**src/hw/rtl/lattice_hash_noise_sample_assert.svh**
```systemverilog
// Assertion macros for the top-level RTL
`ifndef LATTICE_HASH_NOISE_SAMPLE_ASSERT_SVH
`define LATTICE_HASH_NOISE_SAMPLE_ASSERT_SVH
`ifndef SYNTHESIS
`define LHNS_ASSERT(lbl, prop) \
  lbl: assert property (@(posedge clk) disable iff (!rst_n) (prop)) \
    else $error("assertion failed");
`define LHNS_ASSERT_IMP(lbl, ante, cons) \
  lbl: assert property (@(posedge clk) disable iff (!rst_n) (ante) |-> (cons)) \
    else $error("assertion failed");
`else
`define LHNS_ASSERT(lbl, prop)
`define LHNS_ASSERT_IMP(lbl, ante, cons)
`endif
`endif

```
**src/hw/rtl/lhns_pkg.sv**
```systemverilog
`timescale 1ns / 1ps
package lhns_pkg;

  localparam int NAXES     = 3;
  localparam int DIV_STEPS = 32;

  localparam logic [1:0] REG_CELL_SIZE  = 2'd0;
  localparam logic [1:0] REG_AMPLITUDE  = 2'd1;
  localparam logic [1:0] REG_NOISE_SEED = 2'd2;

  localparam logic [31:0] CELL_SIZE_RST = 32'h0010_0000;
  localparam logic [30:0] ONE_Q16       = 31'h0001_0000;

  localparam logic [31:0] K_GX  = 32'h9e37_79b9;
  localparam logic [31:0] K_GY  = 32'h85eb_ca6b;
  localparam logic [31:0] K_GZ  = 32'hc2b2_ae35;
  localparam logic [31:0] K_MIX1 = 32'h7feb_352d;
  localparam logic [31:0] K_MIX2 = 32'h846c_a68b;

  typedef struct packed {
    logic [31:0] rem;
    logic [31:0] quo;
    logic        neg;
  } div_lane_t;

  typedef div_lane_t [NAXES-1:0] div_word_t;

  // one restoring step: shift in next dividend bit, subtract if it fits
  function automatic div_lane_t div_step(div_lane_t a, logic [30:0] d);
    logic [32:0] t;
    logic [32:0] diff;
    div_lane_t   r;
    t    = {a.rem, a.quo[31]};
    diff = t - {2'b00, d};
    r.neg = a.neg;
    if (!diff[32]) begin
      r.rem = diff[31:0];
      r.quo = {a.quo[30:0], 1'b1};
    end else begin
      r.rem = t[31:0];
      r.quo = {a.quo[30:0], 1'b0};
    end
    return r;
  endfunction

  function automatic logic [31:0] mul_lo(logic [31:0] a, logic [31:0] b);
    logic [63:0] p;
    p = a * b;
    return p[31:0];
  endfunction

endpackage

```
**src/hw/rtl/lhns_div_stage.sv**
```systemverilog
`timescale 1ns / 1ps
module lhns_div_stage
  import lhns_pkg::*;
(
  input  logic        clk,
  input  logic        rst_n,
  input  logic [30:0] divisor,
  input  logic        up_valid,
  output logic        up_ready,
  input  div_word_t   up_data,
  output logic        dn_valid,
  input  logic        dn_ready,
  output div_word_t   dn_data
);

  logic      vld_r;
  div_word_t data_r;
  div_word_t data_nxt;

  assign up_ready = !vld_r || dn_ready;

  always_comb begin
    for (int i = 0; i < NAXES; i++) begin
      data_nxt[i] = div_step(up_data[i], divisor);
    end
  end

  always_ff @(posedge clk) begin
    if (!rst_n) begin
      vld_r <= 1'b0;
    end else if (up_ready) begin
      vld_r <= up_valid;
    end
  end

  always_ff @(posedge clk) begin
    if (up_ready) begin
      data_r <= data_nxt;
    end
  end

  assign dn_valid = vld_r;
  assign dn_data  = data_r;

endmodule

```
**config.mk**
```make
export PLATFORM = sky130hd
export DESIGN_NAME = lhns_div_stage
export DESIGN_NICKNAME = d
export VERILOG_FILES = /design/src/hw/rtl/lattice_hash_noise_sample_assert.svh /design/src/hw/rtl/lhns_pkg.sv /design/src/hw/rtl/lhns_div_stage.sv
export SDC_FILE = /design/constraint.sdc
export NUM_CORES = 1
export LEC_CHECK = 0
export ABC_AREA = 1
export BUFFER_PORTS_ARGS = -buffer_cell sky130_fd_sc_hd__buf_2
export CORE_MARGIN = 2
export CORE_UTILIZATION = 49
export DETAILED_ROUTE_END_ITERATION = 12
export PLACE_DENSITY = 0.86
export SYNTH_ARGS = -nofsm -noshare
export SYNTH_HDL_FRONTEND = slang
export SYNTH_SLANG_ARGS = --single-unit
```
**constraint.sdc**
```tcl
create_clock -name clk -period 8.4 [get_ports clk]
set_input_delay 2.1 -clock clk [delete_from_list [all_inputs] [get_ports clk]]
set_output_delay 2.1 -clock clk [all_outputs]
set_load 0.05 [all_outputs]
```
; ---- After elaboration in Yosys (flattened, before gate mapping)
; Cells that the tools add are included.
; Widths: inputs -> output; s select.
[classes]
add_sub_neg = 3
n_mux = 3
n_reduce_logical = 2
[op_table]
columns = op, count
row1 = $mux 64, 3
row2 = $sub 33x31->33, 3
row3 = $logic_not 1->1, 1
row4 = $logic_or 1x1->1, 1
[word_totals]
reg_bits = 196
wordCells = 18
in_bits = 230
out_inout_bits = 197

; ---- Logic depth before layout (Yosys ltp)
[logic_depth]
depth_word = 2
depth_mapped = 17
depth_no_buf = 16

; ---- Least setup slack after synthesis
; OpenSTA, ideal clock, no wires.
[synth_timing]
path_type = input-to-output
start = input dn_ready
end = output up_ready
arrival_ps = 6554
path_buffers = 0
cell_stages = 2
required_ps = 6300
path_slack_ps = -254
path_cell_list = inv_1 > nand2_1
[synth_via]
elab_chain_len = 1
[synth_rtl]
columns = element, line_no
row1 = start: declaration, lhns_div_stage.sv:12  ; input logic dn_ready,
row2 = $logic_or 1x1->1, lhns_div_stage.sv:20  ; assign up_ready = !vld_r || dn_ready;
row3 = end: declaration, lhns_div_stage.sv:9  ; output logic up_ready,
; Every way passes these cells.

; ---- Worst setup path in the final report
; Ends and elaborated chain as after synthesis.

==> results.yml <==
outcome:
  status: "finished clean"
global_routing:
  grt_pass1_wl_um: 83900
  first_global_vias: 14982
  grt_max_degree: 81
  grt_overflow: 0
  grt_use_total_pct: 34.0
  antenna_found_initial: 15
power:
  p_total_mw: 3.50
  p_switching_mw: 1.48
  power_leakage_nw: 10.7
  internal_power_mw: 2.01
  switching_share_pct: 42.4
  pwr-share-seq_pct: 36.0
  power_density_nw_per_um2: 189
  power_frac_comb_pct: 38.6
  clkPwrFrac_pct: 25.4
  ir_drop_v: 0.000162
layout:
  areaGrowthSynthToFinish_pct: 20.0
  finalNetCount: 2935
  instances_no_fill: 3033
  final_cell_mix: "nand2_1 (949), buf_2 (426), inv_1 (415), edfxtp_1 (195), nor2_1 (105)"
  drive_gt1_share_pct: 21.9
  final_common_cell: "nand2_1"
  fillCellCount: 2917
  design_area_um2: 18500
yosys:
  ys_types: 32
  synth-seq-cells: 196
  ys_warn_count: 0
  syn-cell-area_um2: 15400
  ys_seq_area_share_pct: 38.1
  syn_area_per_cell_um2: 7.07
  syn-num-nets: 2506
  syn_inst: 2180
worst_setup_path:
  cp-start-kind: "primary input"
  rrSetupSlack_ps: 5500
  arrival_ps: 3050
  regToRegStartpoint: "dn_valid"
  crit_fanout: 62
  r2r-end: "dn_data[84]"
  path_class: "in2out"
  r2r_cells: 3
  cp-end-kind: "output port"
  worstPathRequired_ps: 6300
cts:
  cts.sinks: 196
  postCtsSetupBuffers: 0
  path_clk_slew_ps: 70
  clock_latency_ps: 470
  cts_tree: "done"
  cts_max_level: 4
  cts_resized: 0
  ctsHoldBuffers: 0
  cts-root-buf: "clkbuf_16"
  cts_buffer_depth: 2
  cts_buffers: 17
placed_design:
  placed_area_um2: 17800
  numPortBuffers: 426
  gp_congestion: 0.972
  dpl.cell_count: 2986
  dp_hpwl_um: 45900
sta:
  setup_violations: 0
  fmax_mhz: 194
  hold_violations: 0
  rsz0062_at_grt: "no"
  finClkSkew_ps: 14.6
  worst_slew_pin_slew_ps: 1110
  maxSlewViolCount: 0
  max-slew-margin-rel_pct: 26.1
  fin_tns_setup_ps: 0
  fin_crit_ps: 5150
  fin_crit_sh_pct: 61.3
  whs_ps: 990
hold_path:
  holdPathStages: 1
  min_to: "dn_data[126]"
  min_path_type: "reg2reg"
  min-delay-start: "dn_valid"
die:
  die_y_um: 181
  io-pin-count: 427
  die_width_um: 181
  core_area_um2: 30700
  start_util_pct: 50.1
  dieArea_um2: 32900
  rows: 64
flow_run:
  maxCapViolCount: 0
route:
  num_vias: 15508
  drtIter0Drc: 1168
  wl_per_cell_um: 18.6
  first_pass_iters: 7
  wl_um: 56300
  drtAntennaViolNets: 0
  drcViolationCount: 0
  vias_per_cell: 5.11
==> layout make-up <==
class / count / area (µm²) / share of cell area, %
sequential: 196 / 5880 / 31.8
inverter: 423 / 1590 / 8.59
clock inverter: 15 / 193 / 1.04
clock buffer: 17 / 425 / 2.30
antenna: 15 / 37.5 / 0.203
multi-input combinational: 1543 / 7730 / 41.8
timing repair buffer: 428 / 2150 / 11.6
tap: 396 / 495 / 2.68
==> per-layer routing <==
metal | vias to the layer above | part of all wire [%] | wire length [µm] | global-route usage (%)
met5 | - | 0.030 | 17 | 0
met4 | 2 | 5.7 | 3210 | 19.7
met3 | 149 | 7.3 | 4090 | 5.06
met2 | 699 | 49 | 27400 | 59.8
met1 | 7061 | 38 | 21600 | 39.5
li1 | 7597 | - | - | -
==> how the worst max path moves through the flow <==
stage | startpoint | endpoint | slack, ps | cells past startpoint
2_1_floorplan | dn_ready | up_ready | 1680 | 2
3_3_place_gp | dn_ready | up_ready | 3270 | 4
3_5_place_dp | dn_ready | up_ready | 3250 | 4
4_1_cts | dn_ready | up_ready | 3250 | 4
5_1_grt | dn_ready | up_ready | 3180 | 4
6_report | dn_ready | up_ready | 3250 | 4
==> metrics by stage <==
step	util [%]	setup slack, ps
2_1_floorplan	-	1680
3_3_place_gp	58.0	3270
3_5_place_dp	58.0	3250
4_1_cts	60.0	3250
5_1_grt	60.1	3180
6_report	60.1	3250
==> cell families (layout without fill, tap and decap cells) <==
| logic type | after synthesis | in the layout | synth area share, % |
|---|---|---|---|
| simple gates | 1307 | 1307 | 35.9 |
| other cells | 0 | 15 | 0 |
| xor+xnor | 45 | 45 | 2.56 |
| fa+ha+maj | 96 | 96 | 7.94 |
| compound gates | 95 | 95 | 3.64 |
| flops | 196 | 196 | 38.1 |
| buf+inv | 441 | 883 | 11.8 |
==> sequential cells by signal (all words and copies together) (netlist names) <==
name      count
dn_data     195
dn_valid      1
==> synth_stat cells, drive strengths merged <==
| library cell | number | area share, % |
|---|---|---|
| nor2 | 114 | 3.0 |
| xor2 | 42 | 2.4 |
| edfxtp | 195 | 38 |
| xnor2 | 3 | 0.17 |
| buf | 18 | 1.5 |
| nand2 | 1034 | 27 |
| a21oi | 73 | 2.7 |
| or2 | 3 | 0.12 |
| and2 | 12 | 0.49 |
| nand4 | 24 | 0.97 |
| ha | 93 | 7.6 |
| o21ai | 9 | 0.29 |
| inv | 422 | 10 |
| nor3 | 21 | 0.78 |
| a21boi | 1 | 0.049 |
| dfxtp | 1 | 0.13 |
| fa | 3 | 0.39 |
| nand3 | 99 | 3.3 |
| o21bai | 12 | 0.58 |
| clkinv | 1 | 0.024 |
==> power groups by stage <==
stage / Combinational [mW] / Sequential [mW] / Clock, mW
finish: 1.35 / 1.26 / 0.886
global route: 1.46 / 1.27 / 0.920
CTS: 1.34 / 1.26 / 0.892
detailed placement: 1.34 / 1.28 / 0
global placement: 1.32 / 1.27 / 0
floorplan: 0.571 / 1.69 / 0
==> critical path, stage by stage <==
cell and delay [ps]:
buf_2 80, inv_1 80, nand2_8 360, buf_2 360
Note: power is estimated with default switching activity, not from simulation.
